$ cat config.mk
export PLATFORM = sky130hd
export DESIGN_NAME = cau_div_cell
export DESIGN_NICKNAME = d
export VERILOG_FILES = /design/src/rtl/cau_pkg.sv /design/src/rtl/cau_div_cell.sv
export SDC_FILE = /design/constraint.sdc
export NUM_CORES = 1
export LEC_CHECK = 0
export BUFFER_PORTS_ARGS = -buffer_cell sky130_fd_sc_hd__buf_2
export CORE_AREA = 2 2 193 195
export DETAILED_ROUTE_END_ITERATION = 6
export DIE_AREA = 0 0 195 197
export PLACE_DENSITY = 0.7
export SLEW_MARGIN = 30
export SYNTH_ARGS = -nofsm -noshare
export SYNTH_HDL_FRONTEND = slang
export SYNTH_SLANG_ARGS = --single-unit
$ cat constraint.sdc
create_clock -name clk_i -period 0.85 [get_ports clk_i]
set_input_delay 0.1275 -clock clk_i [delete_from_list [all_inputs] [get_ports clk_i]]
set_output_delay 0.1275 -clock clk_i [all_outputs]
set_load 0.03 [all_outputs]
$ cat src/rtl/cau_pkg.sv
// Shared constants and types of the complex arithmetic unit.
package cau_pkg;

  localparam int CAU_WORD_BITS = 32;
  localparam int CAU_FRAC_BITS = 16;

  // Operation codes
  typedef enum logic [2:0] {
    KIND_ADD  = 3'd0,
    KIND_SUB  = 3'd1,
    KIND_MUL  = 3'd2,
    KIND_DIV  = 3'd3,
    KIND_MAG  = 3'd4,
    KIND_SQRT = 3'd5
  } kind_e;

  // Result status codes
  localparam logic [1:0] ST_OK       = 2'd0;
  localparam logic [1:0] ST_DIV_ZERO = 2'd1;
  localparam logic [1:0] ST_SAT      = 2'd2;

endpackage

$ cat src/rtl/cau_div_cell.sv
// One cell of the restoring divider chain: one quotient bit per cycle while en_i is high.
module cau_div_cell #(
  parameter int WORD_BITS = cau_pkg::CAU_WORD_BITS,
  parameter int FRAC_BITS = cau_pkg::CAU_FRAC_BITS,
  parameter int TAG_BITS  = 1
) (
  input  logic                                clk_i,
  input  logic                                rst_ni,
  input  logic                                en_i,
  input  logic [2*WORD_BITS+FRAC_BITS-1:0]    n_i,
  input  logic [2*WORD_BITS-1:0]              r_i,
  input  logic [WORD_BITS+1:0]                q_i,
  input  logic                                ovf_i,
  input  logic [2*WORD_BITS-1:0]              den_i,
  input  logic [TAG_BITS-1:0]                 tag_i,
  output logic [2*WORD_BITS+FRAC_BITS-1:0]    n_o,
  output logic [2*WORD_BITS-1:0]              r_o,
  output logic [WORD_BITS+1:0]                q_o,
  output logic                                ovf_o,
  output logic [2*WORD_BITS-1:0]              den_o,
  output logic [TAG_BITS-1:0]                 tag_o
);
  localparam int W  = WORD_BITS;
  localparam int DW = 2 * W;
  localparam int NB = DW + FRAC_BITS;
  localparam int QW = W + 2;
  localparam logic [QW-1:0] CAPQ = {{(QW-1){1'b0}}, 1'b1} << (W - 1);

  logic [DW:0]   sh;
  logic [DW:0]   diff;
  logic          take;
  logic [DW-1:0] r_d;
  logic [QW-1:0] q_d;
  logic          ovf_d;
  logic [NB-1:0] n_d;

  // shift in the next dividend bit, subtract when it fits
  always_comb begin
    sh    = {r_i, n_i[NB-1]};
    diff  = sh - {1'b0, den_i};
    take  = (sh >= {1'b0, den_i});
    r_d   = take ? diff[DW-1:0] : sh[DW-1:0];
    q_d   = {q_i[QW-2:0], take};
    // once past the word range the quotient only grows: keep a sticky flag
    ovf_d = ovf_i | (q_d > CAPQ);
    n_d   = {n_i[NB-2:0], 1'b0};
  end

  // data registers
  always_ff @(posedge clk_i) begin
    if (en_i) begin
      n_o   <= n_d;
      r_o   <= r_d;
      q_o   <= q_d;
      ovf_o <= ovf_d;
      den_o <= den_i;
    end
  end

  // tag carries the valid bit, so it is reset
  always_ff @(posedge clk_i or negedge rst_ni) begin
    if (!rst_ni) begin
      tag_o <= '0;
    end else if (en_i) begin
      tag_o <= tag_i;
    end
  end

endmodule

; Word level (Yosys, flattened, before mapping)
; Cells that the tools add are included.
[word_totals]
out_inout_bits = 244
register_bits = 243
wordCells = 11
input_bits = 247
[classes]
add_sub_neg = 1
n_mux = 1
bitwise = 1
magnitude_cmp = 2
[ops]
columns = cell, n
row1 = $ge 65x64->1, 1
row2 = $mux 64, 1
row3 = $sub 64x64->64, 1
row4 = $gt 34x32->1 const B, 1
row5 = $or 1x1->1, 1

; Longest topological paths before layout
; Gate-level depths: netlist of the first run.
[depth]
ltp_word = 3
mapped_depth = 16
ltp_nobuf = 13

; Worst setup path before layout of the first run
; OpenSTA, ideal clock, no wires.
[synth_timing]
path_kind = input port to flip-flop
startpoint = input den_i[28]
endpoint = register ovf_o (data pin)
arrival_ps = 2491
cell_stages = 14
path_slack_ps = -1904
setup_ps = 263
required_time_ps = 587
cell_sequence = inv_1 -> ha_1 -> buf_4 -> a21oi_2 -> o21ai_1 -> a31o_1 -> a211oi_2 -> o21ai_2 -> o31ai_4 -> o211ai_2 -> a21oi_2 -> buf_6 -> nand2_1 -> a2111o_1
[synth_via]
elab_chain_cells = 3
[synth_lines]
columns = item, line_no
row1 = "start, declared", cau_div_cell.sv:14  ; input logic [2*WORD_BITS-1:0] den_i,
row2 = $ge 65x64->1, cau_div_cell.sv:41  ; take = (sh >= {1'b0, den_i});
row3 = $gt 34x32->1, cau_div_cell.sv:45  ; ovf_d = ovf_i | (q_d > CAPQ);
row4 = $or 1x1->1, cau_div_cell.sv:45
row5 = net ovf_d, cau_div_cell.sv:34  ; logic ovf_d;
row6 = "end signal, assigned", cau_div_cell.sv:55  ; ovf_o <= ovf_d;
row7 = "end, declared", cau_div_cell.sv:19  ; output logic ovf_o,
; The timed path passes the listed nets, and every way through them passes these cells.
; A chain may end at the register's enable or synchronous reset.

; Worst setup path after layout of the first run
[layout_timing]
startpoint = input den_i[12]
endpoint = register r_o[16] (data pin)
[layout_via]
elab_chain_cells = 2
word_cells_on_any_way = 3
[layout_lines]
columns = item, line_no
row1 = $sub 64x64->64 / $ge 65x64->1 (equally long branches), "cau_div_cell.sv:40, cau_div_cell.sv:41"
row2 = $mux 64 (*), cau_div_cell.sv:42  ; r_d = take ? diff[DW-1:0] : sh[DW-1:0];
row3 = net r_d[16], cau_div_cell.sv:32  ; logic [DW-1:0] r_d;
row4 = "end signal, assigned", cau_div_cell.sv:53  ; r_o <= r_d;
row5 = "end, declared", cau_div_cell.sv:17  ; output logic [2*WORD_BITS-1:0] r_o,
; The timed path passes the listed nets; every way through them passes the cells marked *.

==> results of run 1 <==
## cell usage after synthesis, types with 11 or more instances
library cell / number
a21oi_1: 84
xnor2_1: 35
nor4_1: 11
edfxtp_1: 242
nand2_1: 120
inv_1: 86
nand4_1: 24
o21ai_1: 55
o21bai_1: 15
ha_1: 64
o21ai_0: 49
nor2_1: 44
a21o_1: 24
buf_2: 22
clkbuf_1: 17
nand3_1: 12
xor2_1: 26
## metrics by stage
step           setup TNS, ns  instances
3_5_place_dp         -160.54       2269
2_1_floorplan        -110.08       1059
3_3_place_gp         -155.54       2269
4_1_cts              -202.57       2576
5_1_grt              -215.95       2591
6_report             -202.47       2592
## layout make-up
class	instances	area (sq um)	share of cell area
Sequential cell	243	7290	0.308
Inverter	88	348	0.0147
Timing Repair Buffer	1048	9110	0.385
Clock buffer	32	737	0.0312
Multi-Input combinational cell	683	5430	0.229
Tap cell	468	586	0.0248
Clock inverter	19	130	0.00550
Antenna cell	11	27.5	0.00116
## how the worst min path moves through the flow
stage | startpoint | to | slack [ns] | cells past startpoint
after floorplan | rst_ni | tag_o$_DFFE_PN0P_ | -0.17 | 0
after global placement | rst_ni | tag_o$_DFFE_PN0P_ | -0.1 | 1
after detailed placement | rst_ni | tag_o$_DFFE_PN0P_ | -0.09 | 1
after CTS | r_i[35] | r_o[36]$_DFFE_PP_ | 0.003 | 4
after global routing | den_i[0] | r_o[0]$_DFFE_PP_ | 0.02 | 3
final | en_i | den_o[31]$_DFFE_PP_ | 0.02 | 2
## repair_timing
item	in CTS	in global routing
gates resized for setup	614	106
buffers inserted	11	8
hold buffers	243	1
pin swaps	42	15
endpoints found under the setup margin	309	406
endpoints found under the hold margin	251	2
cloned	3	0
## power breakdown
part / switching (W) / internal [W] / total [W]
clock: 0.00526 / 0.00630 / 0.0116
combinational: 0.00750 / 0.00693 / 0.0144
sequential: 0.000663 / 0.0147 / 0.0154
total: 0.0134 / 0.0279 / 0.0414
## cell families after synthesis
group | share of synthesized area
adders and majority gates | 0.0668
muxes | 0.00295
buffers and inverters | 0.0453
and+or+nand+nor | 0.0938
other | 0.000305
AOI/OAI and AO/OA | 0.153
xor gates and xnor gates | 0.0435
DFF | 0.594
## layout by cell type, fill, tap and decap left out, types with 30 or more instances in the layout
master	netlist	layout
nor2_1	44	39
xnor2_1	35	35
buf_2	22	239
dlygate4sd3_1	0	243
edfxtp_1	242	242
o21ai_1	55	52
ha_1	64	30
buf_4	4	288
buf_6	2	257
nand2_1	120	88
ha_4	0	31
inv_1	86	74
a21oi_1	84	59
## metal layers
layer,global-route usage,vias to the layer above,share of wire
met1,0.288,6275,0.37
met5,0,-,0.00079
met4,0.159,6,0.065
met3,0.0496,173,0.058
li1,-,6002,-
met2,0.494,587,0.51
## registers in the layout (all words and copies together), names as in the netlist
| name | flops |
|---|---|
| n_o | 79 |
| den_o | 64 |
| ovf_o | 1 |
| q_o | 34 |
| tag_o | 1 |
| r_o | 64 |
==> flow_summary.toml, run 1 <==
[worst_setup_path]
r2r_cells = 1
crit_chain = "buf_2 > inv_1 > ha_1 > o211ai_1 > a21oi_1 > nor2_2 > or3_4 > a211oi_4 > o31ai_4 > o211ai_2 > a21oi_4 > buf_12 > buf_12 > nand2_2 > o21ai_2"
startpoint = "den_i[12]"
r2r-start = "tag_o$_DFFE_PN0P_"
critPathSlowestCell = "or3_4"
cp_num_buf_inv = 4
cp-start-kind = "input port"
cp.depth = 15
arrival_ns = 2.73
end_kind = "flop"
cpLargestDelayFamily = "compound AO/OA/AOI/OAI gates"
reg2reg_to = "tag_o$_DFFE_PN0P_"
path_common_cell = "buf_12"
crit_path_max_incr_delay_ns = 0.41
critPathMaxFanout = 15
worst-endpoint-required_ns = 1.15
crit_path_end = "r_o[16]$_DFFE_PP_"
crit_type = "in -> reg"
regToRegSetupSlack_ns = 0.01

[die]
die_h_um = 197
fp.coreArea_sq_um = 36300
io_pins = 491
row_count = 70
start_util = 0.339
die_w_um = 195
die-area_sq_um = 38400

[detailed_routing]
wl_per_cell_um = 20.9
drc_errors = 0
drt_wl_total_mm = 54.2
vias_per_cell = 5.03
vias = 13000
drt_iter0_drc = 807
first_pass_iters = 5
detail-route-antenna-nets = 0

[power_and_ir_drop]
powerDensity_nw_per_um2 = 1750
power.total_w = 0.0414
p_leak_nw = 10.2
vdd_drop_max_uv = 1630

[yosys]
ys_seq_area_frac = 0.594
synth_flop_cell = "edfxtp_1"
synth_cell_types = 70
synth_seq_cells = 243
ys_warn_count = 0
netlist_area_sq_um = 12300
synth_edf_count = 242
syn_area_per_cell_sq_um = 11.6
synth_top_area_cell = "edfxtp_1"
syn_nets = 1371
async_reset_ff_frac = 0.00412
ys_top_cells_by_area = "edfxtp_1 (59%), ha_1 (6.5%), nand2_1 (3.7%)"
netlist.area_leader.share = 0.592
synth_cells = 1059

[clock_tree]
clk_pin_slew_ns = 0.06
root_buffer = "clkbuf_16"
cts_tree = "built"
insertion_delay_ns = 0.55
clockBufferDepth = 3
cts-htree-levels = 1
cts.sinks = 243
numCtsBuffers = 28

[timing]
rsz0062_at_grt = "true"
min_period_over_period = 2.86
layout_min_cycle_time_ns = 2.43
skew_ns = 0
timing.final.hold_violations = 0
whs_ns = 0.0211
fmax_ghz = 0.412
drv_slew = 0
setup_violations = 406
setup_slack_ns = -1.58

[run_status]
violations = "negative setup slack"
outcome = "complete, but fails checks"

[run]
max_cap_violations = 0

[cells_and_area]
final_util = 0.652
drive_above_1_share = 0.491
area_delta_synth_final_pct = 92.7
nNetsFinal = 2404
fin_area_sq_um = 23700
fillerInstances = 2492

[place]
portBuffers = 488
gp_congestion = 0.917
dp_hpwl_mm = 35.8
place_ws_ns = -2.39
placed_cell_area_sq_um = 17600

[global_routing]
grt_pass1_wl_mm = 79.2
grt_max_degree = 55
grt_pass1_vias = 13900
grtUsageTotal = 0.269
gr-total-overflow = 0
antenna_found_initial = 14

[hold_path]
hold_class = "in -> reg"
No activity file was read; power rests on OpenSTA's default activity.
==> run 2: changes to the inputs <==
--- a/config.mk
+++ b/config.mk
@@ -6,10 +6,12 @@
 export NUM_CORES = 1
 export LEC_CHECK = 0
 export BUFFER_PORTS_ARGS = -buffer_cell sky130_fd_sc_hd__buf_2
-export CORE_AREA = 2 2 193 195
+export CELL_PAD_IN_SITES_DETAIL_PLACEMENT = 0
+export CELL_PAD_IN_SITES_GLOBAL_PLACEMENT = 1
+export CORE_AREA = 2 2 191 193
 export DETAILED_ROUTE_END_ITERATION = 6
-export DIE_AREA = 0 0 195 197
-export PLACE_DENSITY = 0.7
+export DIE_AREA = 0 0 193 195
+export PLACE_DENSITY = 0.87
 export SLEW_MARGIN = 30
 export SYNTH_ARGS = -nofsm -noshare
 export SYNTH_HDL_FRONTEND = slang
==> flow_summary.toml, run 2 (same netlist as run 1, synthesis figures left out) <==
[run_status]
outcome = "complete, but fails checks"
violations = "negative setup slack"

[worst_setup_path]
arrival_ns = 2.78
regToRegSetupSlack_ns = -0.06
critPathMaxFanout = 8
critPathSlowestCell = "or3_4"
crit_path_max_incr_delay_ns = 0.35
end_kind = "flop"
r2r_cells = 2
worst-endpoint-required_ns = 1.15
crit_chain = "buf_2 > inv_2 > ha_4 > buf_6 > o211ai_1 > a21oi_1 > nor2_2 > or3_4 > a211oi_4 > o31ai_4 > o211ai_4 > buf_12 > a21oi_4 > buf_12 > buf_12 > nand2_4 > o21ai_2"
cp-start-kind = "input port"
path_common_cell = "buf_12"
cp_num_buf_inv = 6
startpoint = "den_i[14]"
r2r-start = "tag_o$_DFFE_PN0P_"
cpLargestDelayFamily = "compound AO/OA/AOI/OAI gates"
crit_type = "in -> reg"
reg2reg_to = "tag_o$_DFFE_PN0P_"

[hold_path]
hold_depth = 4
worst_hold_startpoint = "r_i[41]"
holdPathEnd = "r_o[42]$_DFFE_PP_"
hold_class = "in -> reg"

[clock_tree]
cts.sinks = 243
numCtsBuffers = 26
clockBufferDepth = 3
cts-htree-levels = 1
clk_pin_slew_ns = 0.07
insertion_delay_ns = 0.56
root_buffer = "clkbuf_16"
cts_tree = "built"

[global_routing]
grtUsageTotal = 0.291
grt_max_degree = 49
grt_pass1_wl_mm = 82.8
grt_pass1_vias = 14200
gr-total-overflow = 0
antenna_found_initial = 13

[detailed_routing]
drt_wl_total_mm = 59.9
first_pass_iters = 5
vias_per_cell = 5.24
drt_iter0_drc = 988
detail-route-antenna-nets = 0
wl_per_cell_um = 22.9
vias = 13700
drc_errors = 0

[cells_and_area]
drive_above_1_share = 0.525
largest_reg_flops = 79
nNetsFinal = 2442
area_delta_synth_final_pct = 99.3
regMostFlops = "n_o"
layout_commonest_cell = "buf_4"
final_cells = 2622
largestRegisters = "n_o (79), den_o (64), r_o (64)"
final_cell_mix = "buf_4 (320), buf_6 (272), dlygate4sd3_1 (244)"

[timing]
drv_slew = 0
min_period_over_period = 2.92
layout_min_cycle_time_ns = 2.48
whs_ns = 0.0426
setup_violations = 547
timing.final.hold_violations = 0
rsz0062_at_grt = "true"
skew_ns = 0
fmax_ghz = 0.403
tightest_slew_ns = 0.627
maxSlewHeadroom = 0.577
setup_slack_ns = -1.63

[die]
fp.coreArea_sq_um = 35400
die_w_um = 193
row_count = 69
start_util = 0.347
die-area_sq_um = 37600
die_h_um = 195
io_pins = 491

[power_and_ir_drop]
p_leak_nw = 10.6
powerDensity_nw_per_um2 = 1740
vdd_drop_max_uv = 1630

[place]
post-place-cells = 2264
gp_congestion = 0.876
portBuffers = 488
dp_hpwl_mm = 35.9

[run]
max_cap_violations = 0
run 2: metrics by stage:
stage                     cell area, sq um  TNS, ns  setup WS, ns  total power (W)  utilization
after detailed placement             17600  -163.32         -2.43           0.0259        0.497
after global routing                 24500  -260.44         -1.67           0.0439        0.691
after floorplan                      12500  -110.08         -1.77           0.0211            -
final                                24500  -245.58         -1.63           0.0426        0.691
after global placement               17600  -159.32         -2.34           0.0257        0.497
after CTS                            23500  -235.73         -1.54           0.0409        0.663
run 2: worst max path at each step:
| stage | to | slack [ns] | cells after the start |
|---|---|---|---|
| 2_1_floorplan | r_o[29]$_DFFE_PP_ | -1.77 | 13 |
| 3_3_place_gp | r_o[0]$_DFFE_PP_ | -2.34 | 15 |
| 3_5_place_dp | ovf_o$_DFFE_PP_ | -2.43 | 13 |
| 4_1_cts | r_o[53]$_DFFE_PP_ | -1.54 | 16 |
| 5_1_grt | ovf_o$_DFFE_PP_ | -1.67 | 13 |
| 6_report | r_o[56]$_DFFE_PP_ | -1.63 | 17 |
run 2: layer usage:
layer | wire length, um | up-vias | track usage
li1 | - | 6072 | -
met1 | 20500 | 6633 | 0.306
met2 | 30100 | 770 | 0.523
met3 | 4600 | 249 | 0.0634
met4 | 4670 | 6 | 0.177
met5 | 42 | - | 0
run 2: repair_timing:
item                                    CTS  global route
buffers inserted                         29            24
endpoints found under the setup margin  309           552
resized for setup                       639           193
hold buffers                            244             1
pin swaps                                48            87
endpoints found under the hold margin   256            14
gates cloned                              4             4
run 2: report_power, final:
part	internal (W)	switching, W	leakage, nW	total [W]
Clock	0.00672	0.00512	0.406	0.0118
Sequential	0.0147	0.000684	2.38	0.0154
Combinational	0.00735	0.00799	7.78	0.0153
run 2: final cells by class:
cell class | instances | area (sq um)
well taps | 461 | 577
inverters | 88 | 348
clock inverters | 15 | 169
repair buffers | 1087 | 9550
flip-flops and latches | 243 | 7290
multi-input cells | 684 | 5810
fillers | 2269 | 10900
diodes | 13 | 32.5
clock buffers | 31 | 691
run 2: worst min-delay path: cells and delay by family:
kind	cells	cell delay, ns
and+or+nand+nor	1	0.05
AOI/OAI and AO/OA	1	0.06
buffers and inverters	2	0.26
