`config.mk`:
```
export PLATFORM = sky130hd
export DESIGN_NAME = cau_sqrt_cell
export DESIGN_NICKNAME = d
export VERILOG_FILES = /design/src/rtl/cau_pkg.sv /design/src/rtl/cau_sqrt_cell.sv
export SDC_FILE = /design/constraint.sdc
export NUM_CORES = 1
export LEC_CHECK = 0
export BUFFER_PORTS_ARGS = -buffer_cell sky130_fd_sc_hd__buf_2
export CAP_MARGIN = 10
export CORE_MARGIN = 2
export CORE_UTILIZATION = 48
export CTS_BUF_LIST = sky130_fd_sc_hd__clkbuf_16
export CTS_CLUSTER_SIZE = 40
export DETAILED_ROUTE_END_ITERATION = 8
export GPL_ROUTABILITY_DRIVEN = 0
export GPL_TIMING_DRIVEN = 0
export PLACE_DENSITY = 0.85
export SLEW_MARGIN = 20
export SYNTH_ARGS = -nofsm -noshare
export SYNTH_HDL_FRONTEND = slang
export SYNTH_SLANG_ARGS = --single-unit
```
`constraint.sdc`:
```
create_clock -name clk_i -period 0.8 [get_ports clk_i]
set_input_delay 0.12 -clock clk_i [delete_from_list [all_inputs] [get_ports clk_i]]
set_output_delay 0.12 -clock clk_i [all_outputs]
set_load 0.05 [all_outputs]
```
`src/rtl/cau_pkg.sv`:
```
// Shared constants and types of the complex arithmetic unit.
package cau_pkg;

  localparam int CAU_WORD_BITS = 32;
  localparam int CAU_FRAC_BITS = 16;

  // Operation codes
  typedef enum logic [2:0] {
    KIND_ADD  = 3'd0,
    KIND_SUB  = 3'd1,
    KIND_MUL  = 3'd2,
    KIND_DIV  = 3'd3,
    KIND_MAG  = 3'd4,
    KIND_SQRT = 3'd5
  } kind_e;

  // Result status codes
  localparam logic [1:0] ST_OK       = 2'd0;
  localparam logic [1:0] ST_DIV_ZERO = 2'd1;
  localparam logic [1:0] ST_SAT      = 2'd2;

endpackage

```
`src/rtl/cau_sqrt_cell.sv`:
```
// One cell of the integer square root chain: resolves one root bit per cycle while en_i is high.
module cau_sqrt_cell #(
  parameter int WORD_BITS = cau_pkg::CAU_WORD_BITS,
  parameter int TAG_BITS  = 1
) (
  input  logic                     clk_i,
  input  logic                     rst_ni,
  input  logic                     en_i,
  input  logic [2*WORD_BITS-1:0]   x_i,
  input  logic [WORD_BITS+1:0]     rem_i,
  input  logic [WORD_BITS-1:0]     root_i,
  input  logic [TAG_BITS-1:0]      tag_i,
  output logic [2*WORD_BITS-1:0]   x_o,
  output logic [WORD_BITS+1:0]     rem_o,
  output logic [WORD_BITS-1:0]     root_o,
  output logic [TAG_BITS-1:0]      tag_o
);
  localparam int W  = WORD_BITS;
  localparam int DW = 2 * W;

  logic [W+3:0]  sh;
  logic [W+3:0]  trial;
  logic [W+3:0]  diff;
  logic          take;
  logic [DW-1:0] x_d;
  logic [W+1:0]  rem_d;
  logic [W-1:0]  root_d;

  // bring down the next two radicand bits and try the next root bit
  always_comb begin
    sh     = {rem_i, x_i[DW-1 -: 2]};
    trial  = {2'b00, root_i, 2'b01};
    diff   = sh - trial;
    take   = (sh >= trial);
    rem_d  = take ? diff[W+1:0] : sh[W+1:0];
    root_d = {root_i[W-2:0], take};
    x_d    = {x_i[DW-3:0], 2'b00};
  end

  // data registers
  always_ff @(posedge clk_i) begin
    if (en_i) begin
      x_o    <= x_d;
      rem_o  <= rem_d;
      root_o <= root_d;
    end
  end

  // tag carries the valid bit, so it is reset
  always_ff @(posedge clk_i or negedge rst_ni) begin
    if (!rst_ni) begin
      tag_o <= '0;
    end else if (en_i) begin
      tag_o <= tag_i;
    end
  end

endmodule

```
Word-level counts from Yosys, hierarchy flattened
Cells that the tools add are included.
Word-level totals
  bits in registers: 129
  output and inout port bits: 131
  word-level logic and storage cells: 7
Cells by class
  add/subtract/negate cells: 1
  magnitude comparators: 1
  mux-type cells: 1
Operators with widths (number)
  36-bit by 34-bit >= comparator with 1-bit output: 1
  34-bit two-way mux: 1
  34-bit subtractor: 1

Depth between registers and ports, before layout
Gate-level depths: netlist of run 1.
  word-level depth: 2
  depth in mapped cells: 13
  depth with buffers taken out: 10

Worst setup path before layout of run 1
Ideal clock, no wire load.
  path kind: input -> register
  from: in root_i[9]
  to: reg rem_o[27] (data pin)
  library setup time: 0.260 ns
  data arrival time: 2.102 ns
  data required time: 0.540 ns
  setup slack: -1.563 ns
  cell stages on the path: 10
  cell sequence: inv_1 ha_1 a21o_1 a31o_1 a211oi_4 o211ai_2 a21bo_2 mux2i_1 o221ai_1 mux2_4
Between the ends
  longest elaborated chain between the ends: 2
  elaborated cells on any way between the ends: 3
  those cells by class: 1 x add/sub; 1 x order compare; 1 x mux
RTL lines
  from (decl): line cau_sqrt_cell.sv:11  | input logic [WORD_BITS-1:0] root_i,
  34-bit subtractor / 36-bit by 34-bit >= comparator with 1-bit output (equally long branches): line cau_sqrt_cell.sv:33, cau_sqrt_cell.sv:34
  34-bit two-way mux (*): line cau_sqrt_cell.sv:35  | rem_d = take ? diff[W+1:0] : sh[W+1:0];
  via rem_d[27]: line cau_sqrt_cell.sv:26  | logic [W+1:0] rem_d;
  to (signal assigned): line cau_sqrt_cell.sv:44  | rem_o <= rem_d;
  to (decl): line cau_sqrt_cell.sv:14  | output logic [WORD_BITS+1:0] rem_o,
Mark *: on every way through the listed nets, which the timed path passes. The rest lies on a longest branch.
A chain may end at the register's enable or synchronous reset.

Worst setup path in the final report of run 1
  from: in root_i[15]
  to: reg rem_o[33] (data pin)
Same word-level chain as after synthesis.

==> impl_metrics.env, run 1 <==
export IMPL_slew_viol_final=0
export IMPL_cp_required_ns=1.01
export IMPL_min_path_cells=3
export IMPL_clock_fmax_mhz=356
export IMPL_internal_power_mw=17.0
export IMPL_fin_cells=1146
export IMPL_async_reset_ff_frac=0.00775
export IMPL_die_h_um=119
export IMPL_hold_viol=0
export IMPL_tightestPinTransition_ns=0.773
export IMPL_timing_rr_end="tag_o"
export IMPL_violations="DRC, setup timing"
export IMPL_synth_warnings=0
export IMPL_status="finished with violations"
export IMPL_final_cell_mix="buf_6, edfxtp_1, buf_2, dlygate4sd3_1, buf_4"
export IMPL_pre_cts_slack_ns=-1.93
export IMPL_critPathCaptureType="flip-flop"
export IMPL_setup_violations=165
export IMPL_clockBufferDepth=2
export IMPL_critPathMaxStageDelay_ns=0.54
export IMPL_ir_worst_vdd_mv=2.28
export IMPL_worst_slack_ns=-2.01
export IMPL_routed_wl_um=39800
export IMPL_dieArea_mm2=0.0142
export IMPL_cts_made_buffers=17
export IMPL_sw_frac_of_total=0.374
export IMPL_drcViolationCount=26
export IMPL_clock_sinks=129
export IMPL_path_cells="buf_6, inv_4, ha_4, buf_4, nand3_2, nor2_1, o31ai_1, nand3b_1, o41ai_4, nor3_1, o41ai_2"
export IMPL_worstPathArrival_ns=3.02
export IMPL_pwr_share_clk=0.314
export IMPL_syn_area_mm2=0.00635
export IMPL_h_tree_depth=4
export IMPL_root_buffer="clkbuf_16"
export IMPL_power_density_mw_per_mm2=2240
export IMPL_stdcell_area_mm2=0.0121
export IMPL_routedWlPerCell_um=34.8
export IMPL_die_w_um=119
export IMPL_period_share=3.51
export IMPL_core_area_mm2=0.0131
export IMPL_grt_use_total=0.447
export IMPL_drive_gt1_frac=0.530
export IMPL_max_cap_violations=0
export IMPL_drt_iter0_markers=1443
export IMPL_leakagePower_nw=5.17
export IMPL_grt_pass1_vias=7212
export IMPL_nNetsFinal=1119
export IMPL_cts_tree="done"
export IMPL_rsz0062_at_grt="yes"
export IMPL_grt_pass1_wl_um=46400
export IMPL_path_class="input pin to flip-flop"
export IMPL_r2r_start="tag_o"
export IMPL_min_to="rem_o[32]"
export IMPL_start_util=0.485
export IMPL_area_delta_synth_final_pct=90.7
export IMPL_vias=7893
export IMPL_antenna_found_initial=5
export IMPL_synthFlopType="edfxtp_1"
export IMPL_clkLatencyLatePin_ns=0.44
export IMPL_ant_nets=0
export IMPL_synth_cells=509
export IMPL_reg2reg_depth=2
export IMPL_crit_fanout=4
export IMPL_clkTransAtPathRegs_ns=0.07
export IMPL_overflow=0
export IMPL_hold_path_startpoint="rem_i[30]"
export IMPL_switching_power_mw=10.2
export IMPL_slew_headroom=0.482
export IMPL_avgSynthCellArea_um2=12.5
export IMPL_hp_class="input pin to flip-flop"
export IMPL_synthDistinctLibCells=64
export IMPL_ys_seq_area_frac=0.609
export IMPL_place_inst=949
export IMPL_cp_slowest_cell="o41ai_4"
export IMPL_ios=265
export IMPL_min_period_ns=2.81
export IMPL_place_area_mm2=0.00830
export IMPL_dr_pass1_iters=9
export IMPL_final_common_cell="buf_6"
export IMPL_pwr_share_comb=0.361
export IMPL_reg2reg_slack_ns=-0.14
export IMPL_cp_start_kind="input pin"
export IMPL_skew_ns=0
export IMPL_synth_seq_cells=129
export IMPL_p_seq_frac=0.325
export IMPL_p_total_mw=27.2
export IMPL_dp_hpwl_um=13000
export IMPL_utilization=0.926
export IMPL_synth_edf_count=128
export IMPL_grt_max_degree=46
export IMPL_viasPerCell=6.89
export IMPL_std_cell_rows=42
export IMPL_port_buffers=262
## routing by layer
layer  track usage  wire (um)
met1         0.512      12200
met2         0.712      17100
met3         0.147       5990
met4         0.303       4610
met5             0          0
## metrics by stage
stage	hold slack [ns]	TNS, ns
floorplan	-0.176	-44.38
global placement	-0.104	-294.26
detailed placement	-0.105	-107.55
CTS	-0.00895	-84.09
global route	0.0113	-105.77
finish	0.00937	-105.99
## synth_stat cells (5+ instances only)
cell type | count | area (um^2)
buf_2 | 6 | 30.0
nand2b_1 | 5 | 31.3
nand3_1 | 6 | 30.0
nor2_1 | 18 | 67.6
a21o_1 | 19 | 143
nand4_1 | 6 | 37.5
xnor2_1 | 14 | 123
o21ai_0 | 41 | 205
xor2_1 | 13 | 114
edfxtp_1 | 128 | 3840
inv_1 | 42 | 158
ha_1 | 34 | 425
nor3_1 | 10 | 50.1
nand2_1 | 58 | 218
a21oi_1 | 28 | 140
## worst max-delay path: cells and delay by family
kind	cells	cell delay (ns)
AOI/OAI and AO/OA	3	1.45
adders and majority gates	1	0.24
buffers and inverters	3	0.38
and+or+nand+nor	4	0.80
## worst max-delay path by stage
| stage | from | endpoint | slack (ns) | cells past startpoint |
|---|---|---|---|---|
| global placement | en_i | tag_o | -1.93 | 2 |
| floorplan | root_i[9] | rem_o[27] | -1.42 | 10 |
| CTS | root_i[9] | rem_o[25] | -1.37 | 12 |
| global route | root_i[15] | rem_o[33] | -1.82 | 10 |
| detailed placement | root_i[7] | rem_o[27] | -1.93 | 12 |
| finish | root_i[15] | rem_o[33] | -2.01 | 11 |
## flip-flops by register name, summed over array words and instances, names as in the netlist
signal / flops
rem_o: 34
root_o: 32
tag_o: 1
x_o: 62
## layout make-up
cell class / count / area, um^2
timing repair buffer: 427 / 3980
sequential: 129 / 3870
multi-input combinational: 322 / 3090
fill: 332 / 972
clock buffer: 17 / 425
tap: 176 / 220
inverter: 43 / 219
clock inverter: 14 / 165
buffer: 11 / 128
antenna: 7 / 17.5
## kinds of logic (layout without fill, tap and decap cells)
family | Yosys count | after routing | share of synthesized area
XOR/XNOR | 27 | 27 | 0.0372
adder cells (fa/ha/maj) | 34 | 34 | 0.0670
buffers and inverters | 59 | 512 | 0.0406
AO/OA/AOI/OAI | 133 | 133 | 0.147
AND/OR/NAND/NOR | 120 | 120 | 0.0883
other | 1 | 9 | 0.000590
flip-flops | 129 | 129 | 0.609
multiplexers | 6 | 6 | 0.0104
## power groups by stage
stage / clock, mW / sequential, mW / combinational (mW)
2_1_floorplan: 0 / 11.0 / 2.01
3_3_place_gp: 0 / 8.56 / 5.96
3_5_place_dp: 0 / 8.57 / 6.08
4_1_cts: 7.88 / 8.64 / 8.05
5_1_grt: 8.66 / 8.83 / 9.85
6_report: 8.54 / 8.83 / 9.81
## timing repair
item	4_1_cts	5_1_grt
gates cloned	8	0
endpoints found under the hold margin	101	1
pin swaps	31	44
resized for setup	338	104
endpoints found under the setup margin	250	208
hold buffers	100	1
setup buffers	41	16
No activity file was read; power rests on OpenSTA's default activity.
==> run 2: changes to the inputs <==
Settings changed: CORE_UTILIZATION 48 to 44, PLACE_DENSITY 0.85 to 0.82.
Clock period 0.8 ns to 2.5 ns, I/O delays scaled along.
==> run 2 against run 1 <==
- the flow now finishes without violations
- clock-buffer cell count did not move
- clock skew unchanged
- largest power group is now registers
- register-to-register slack improved by 1.9 ns
- sequential share of layout area up 12 points
- die area is 8.8% higher
- first-iteration DRC count decreased by 80%
- global-route usage down 23 points
- hold slack gained 0.13 ns
- via count fell by 34%
- critical path type unchanged
- core utilization down 30 points
- highest routed layer is now met5
- clock power down 72%
- non-clock buffer count decreased by 151
==> impl_metrics.env, run 2 (same netlist as run 1, synthesis figures left out) <==
export IMPL_sw_frac_of_total=0.335
export IMPL_slew_viol_final=0
export IMPL_p_seq_frac=0.386
export IMPL_final_cell_mix="buf_2, edfxtp_1, nand2_1, inv_1, o21ai_0"
export IMPL_utilization=0.629
export IMPL_port_buffers=262
export IMPL_routed_wl_um=17900
export IMPL_root_buffer="clkbuf_16"
export IMPL_path_buf_inv=2
export IMPL_switching_power_mw=2.35
export IMPL_largestRegisters="x_o: 62 flops, rem_o: 34 flops, root_o: 32 flops"
export IMPL_place_area_mm2=0.00798
export IMPL_cp_start_kind="input pin"
export IMPL_viasPerCell=5.22
export IMPL_final_common_cell="buf_2"
export IMPL_drt_iter0_markers=291
export IMPL_cts_tree="done"
export IMPL_hold_path_startpoint="x_i[44]"
export IMPL_start_util=0.454
export IMPL_ant_nets=0
export IMPL_hold_viol=0
export IMPL_r2r_start="tag_o"
export IMPL_cp_slowest_cell="o41ai_4"
export IMPL_grt_use_total=0.218
export IMPL_cp_top_family="compound AO/OA/AOI/OAI gates"
export IMPL_max_cap_violations=0
export IMPL_path_cells="buf_2, inv_1, ha_1, a21oi_1, nor2_1, o31ai_1, nand3b_1, o41ai_4, and4b_1, o41ai_2"
export IMPL_routedWlPerCell_um=18.0
export IMPL_die_h_um=124
export IMPL_critPathLaunch="root_i[12]"
export IMPL_timing_rr_end="tag_o"
export IMPL_skew_ns=0
export IMPL_status="finished, final reports clean"
export IMPL_stdcell_area_mm2=0.00880
export IMPL_tightestPinTransition_ns=0.556
export IMPL_worstPathArrival_ns=2.63
export IMPL_drive_gt1_frac=0.442
export IMPL_std_cell_rows=43
export IMPL_period_share=0.990
export IMPL_clock_sinks=129
export IMPL_clkTransAtPathRegs_ns=0.06
export IMPL_rsz0062_at_grt="yes"
export IMPL_h_tree_depth=4
export IMPL_dieArea_mm2=0.0154
export IMPL_internal_power_mw=4.65
export IMPL_hp_class="input pin to flip-flop"
export IMPL_grt_max_degree=73
export IMPL_dp_hpwl_um=13400
export IMPL_power_density_mw_per_mm2=796
export IMPL_cts_made_buffers=17
export IMPL_dr_pass1_iters=4
export IMPL_ir_worst_vdd_mv=0.447
export IMPL_die_w_um=124
export IMPL_path_class="input pin to flip-flop"
export IMPL_vias=5185
export IMPL_reg2reg_slack_ns=1.76
export IMPL_core_area_mm2=0.0140
export IMPL_drcViolationCount=0
export IMPL_min_to="x_o[46]"
export IMPL_grt_pass1_vias=4842
export IMPL_leakagePower_nw=3.91
export IMPL_setup_violations=0
export IMPL_regMostFlops="x_o"
export IMPL_critPathMaxStageDelay_ns=0.48
export IMPL_crit_fanout=6
export IMPL_cp_required_ns=2.66
export IMPL_antenna_found_initial=1
export IMPL_nNetsFinal=968
export IMPL_min_period_ns=2.47
export IMPL_slew_headroom=0.630
export IMPL_critPathCaptureType="flip-flop"
export IMPL_n_antenna_cell=0
export IMPL_min_path_cells=1
export IMPL_clkLatencyLatePin_ns=0.41
export IMPL_pwr_share_clk=0.339
export IMPL_pwr_share_comb=0.276
export IMPL_grt_pass1_wl_um=24700
export IMPL_reg2reg_depth=1
export IMPL_clock_fmax_mhz=404
export IMPL_ios=265
export IMPL_area_delta_synth_final_pct=38.6
export IMPL_clockBufferDepth=2
export IMPL_largest_reg_flops=62
export IMPL_overflow=0
## run 2: final cells by class
cell class	instances	area, um^2
well taps	180	225
inverters	43	163
clock inverters	15	146
repair buffers	272	1420
fillers	1100	5190
multi-input cells	322	2430
flip-flops and latches	129	3870
plain buffers	15	121
clock buffers	17	425
## run 2: worst max path at each step
stage | depth (start not counted) | end | slack [ns]
final | 10 | rem_o[33] | 0.03
after global placement | 11 | rem_o[32] | -0.63
after detailed placement | 11 | rem_o[23] | -0.62
after floorplan | 12 | rem_o[27] | -0.008
after global routing | 11 | rem_o[31] | -0.04
after CTS | 10 | rem_o[33] | 0.01
## run 2: metal layers
| metal | vias to the layer above | wire length [um] | global-route usage |
|---|---|---|---|
| li1 | 2471 | - | - |
| met1 | 2459 | 6520 | 0.241 |
| met2 | 225 | 9220 | 0.385 |
| met3 | 28 | 1790 | 0.0815 |
| met4 | 2 | 315 | 0.0737 |
| met5 | - | 13 | 0 |
## run 2: power groups by stage
stage / Sequential (mW) / Combinational [mW] / Clock (mW)
CTS: 2.70 / 1.86 / 2.42
global route: 2.72 / 2.04 / 2.52
detailed placement: 2.74 / 1.84 / 0
floorplan: 3.52 / 0.546 / 0
finish: 2.70 / 1.93 / 2.37
global placement: 2.74 / 1.81 / 0
## run 2: timing repair
item	4_1_cts	5_1_grt
gates cloned	0	0
pin swaps	4	11
resized for setup	4	37
endpoints found under the setup margin	34	34
buffers inserted	3	5
hold endpoints to repair	1	0
hold buffers	1	0
## run 2: through the flow
stage | instances | power [mW] | setup TNS [ns] | setup slack (ns) | hold WS [ns]
floorplan | 510 | 4.07 | -0.00795 | -0.00795 | 0.0794
global placement | 952 | 4.55 | -63.45 | -0.629 | 0.149
global route | 993 | 7.28 | -0.0823 | -0.0387 | 0.109
finish | 993 | 7.00 | 0 | 0.0252 | 0.135
detailed placement | 953 | 4.58 | -19.61 | -0.623 | 0.151
CTS | 989 | 6.99 | 0 | 0.00951 | 0.119
==> run 3: changes to the inputs <==
Settings changed: GPL_TIMING_DRIVEN 0 to unset.
==> run 3 against run 2 <==
- via count is 3.9% higher
- hold slack worse by 0.011 ns
- die area stayed put
- design area is 5.3% higher
- fmax is 2.4% higher
- clock skew stayed put
- highest routed layer unchanged
==> impl_metrics.env, run 3 (same netlist as run 1, synthesis figures left out) <==
export IMPL_cts_tree="done"
export IMPL_core_area_mm2=0.0140
export IMPL_dr_pass1_iters=6
export IMPL_ant_nets=0
export IMPL_skew_ns=0
export IMPL_grt_use_total=0.242
export IMPL_crit_fanout=6
export IMPL_clkLatencyLatePin_ns=0.42
export IMPL_clock_fmax_mhz=414
export IMPL_grt_pass1_vias=5355
export IMPL_utilization=0.663
export IMPL_ir_worst_vdd_mv=0.434
export IMPL_max_cap_violations=0
export IMPL_nNetsFinal=1039
export IMPL_rsz0062_at_grt="yes"
export IMPL_routed_wl_um=19000
export IMPL_critPathCaptureType="flip-flop"
export IMPL_dieArea_mm2=0.0154
export IMPL_cts_made_buffers=17
export IMPL_clock_sinks=129
export IMPL_min_path_cells=1
export IMPL_min_period_ns=2.42
export IMPL_overflow=0
export IMPL_largestRegisters="x_o: 62 flops, rem_o: 34 flops, root_o: 32 flops"
export IMPL_power_density_mw_per_mm2=769
export IMPL_largest_reg_flops=62
export IMPL_cp_start_kind="input pin"
export IMPL_setup_violations=0
export IMPL_final_cell_mix="buf_2, edfxtp_1, buf_4, nand2_1, inv_1"
export IMPL_pre_cts_slack_ns=-0.431
export IMPL_routedWlPerCell_um=17.8
export IMPL_slew_viol_final=0
export IMPL_tightestPinTransition_ns=0.549
export IMPL_viasPerCell=5.05
export IMPL_drcViolationCount=0
export IMPL_root_buffer="clkbuf_16"
export IMPL_worstPathArrival_ns=2.59
export IMPL_h_tree_depth=4
export IMPL_grt_pass1_wl_um=27400
export IMPL_slew_headroom=0.634
export IMPL_std_cell_rows=43
export IMPL_period_share=0.967
export IMPL_port_buffers=262
export IMPL_reg2reg_depth=1
export IMPL_die_h_um=124
export IMPL_die_w_um=124
export IMPL_worst_slack_ns=0.0830
export IMPL_area_delta_synth_final_pct=46.0
export IMPL_hp_class="input pin to flip-flop"
export IMPL_cp_required_ns=2.67
export IMPL_drt_iter0_markers=364
export IMPL_final_common_cell="buf_2"
export IMPL_clockBufferDepth=2
export IMPL_dp_hpwl_um=14200
export IMPL_status="finished, final reports clean"
export IMPL_path_class="input pin to flip-flop"
export IMPL_drive_gt1_frac=0.482
export IMPL_antenna_found_initial=3
export IMPL_leakagePower_nw=4.25
export IMPL_start_util=0.454
export IMPL_vias=5386
export IMPL_grt_max_degree=55
export IMPL_ios=265
export IMPL_hold_viol=0
export IMPL_regMostFlops="x_o"
export IMPL_clkTransAtPathRegs_ns=0.06
run 3: changes by cell type in the layout (fill, tap and decap cells not counted), moves of 3 or more:
cell / change
clkbuf_4: -3
buf_4: +79
a21oi_2: -3
ha_2: -4
a21oi_1: +3
clkinv_4: +3
run 3: layout make-up:
cell class	count	area, um^2
sequential	129	3870
clock inverter	15	139
clock buffer	17	425
antenna	2	5.00
timing repair buffer	358	2070
inverter	43	163
tap	180	225
fill	1046	4720
multi-input combinational	322	2370
run 3: per-layer routing:
metal / wire (um) / track usage / vias up / part of all wire
met3: 1670 / 0.0788 / 29 / 0.088
met1: 7180 / 0.267 / 2535 / 0.38
li1: - / - / 2613 / -
met5: 13 / 0 / - / 0.00069
met2: 9700 / 0.432 / 207 / 0.51
met4: 412 / 0.0899 / 2 / 0.022
run 3: per-stage QoR:
| stage | cell area (um^2) | instances | power, mW | hold WS, ns | TNS (ns) |
|---|---|---|---|---|---|
| after floorplan | 6410 | 510 | 4.07 | 0.0794 | -0.00795 |
| after global placement | 8570 | 1029 | 4.70 | 0.149 | -12.05 |
| after detailed placement | 8570 | 1029 | 4.75 | 0.152 | -12.85 |
| after CTS | 9170 | 1063 | 7.13 | 0.110 | 0 |
| after global routing | 9270 | 1066 | 7.40 | 0.107 | -0.0134 |
| final | 9270 | 1066 | 7.13 | 0.124 | 0 |
run 3: worst max-delay path, cell delays in order:
cell and delay (ns):
buf_2 0.10, inv_1 0.09, ha_4 0.23, a21o_1 0.19, or3_1 0.30, o21a_1 0.22
a311oi_2 0.36, o21ai_2 0.17, a31oi_4 0.20, mux2i_1 0.13, a31o_1 0.21
run 3: worst paths after layout:
check	startpoint	endpoint	slack, ns
hold reg to reg	tag_o	tag_o	0.50
setup reg to reg	tag_o	tag_o	1.77
hold / removal	x_i[8]	x_o[10]	0.12
max in group asynchronous	rst_ni	tag_o	2.17
setup / recovery	root_i[3]	rem_o[26]	0.08
min in group asynchronous	rst_ni	tag_o	0.25
run 3: what timing repair did:
item | CTS | global route
setup endpoints to repair | 13 | 34
hold buffers | 1 | 0
pin swaps | 1 | 9
resized for setup | 3 | 12
setup buffers | 1 | 1
hold endpoints to repair | 1 | 0
run 3: power by group:
group / total (mW) / switching, mW / internal (mW)
combinational: 2.05 / 1.40 / 0.650
sequential: 2.70 / 0.0579 / 2.65
clock: 2.38 / 1.00 / 1.38
total: 7.13 / 2.46 / 4.67
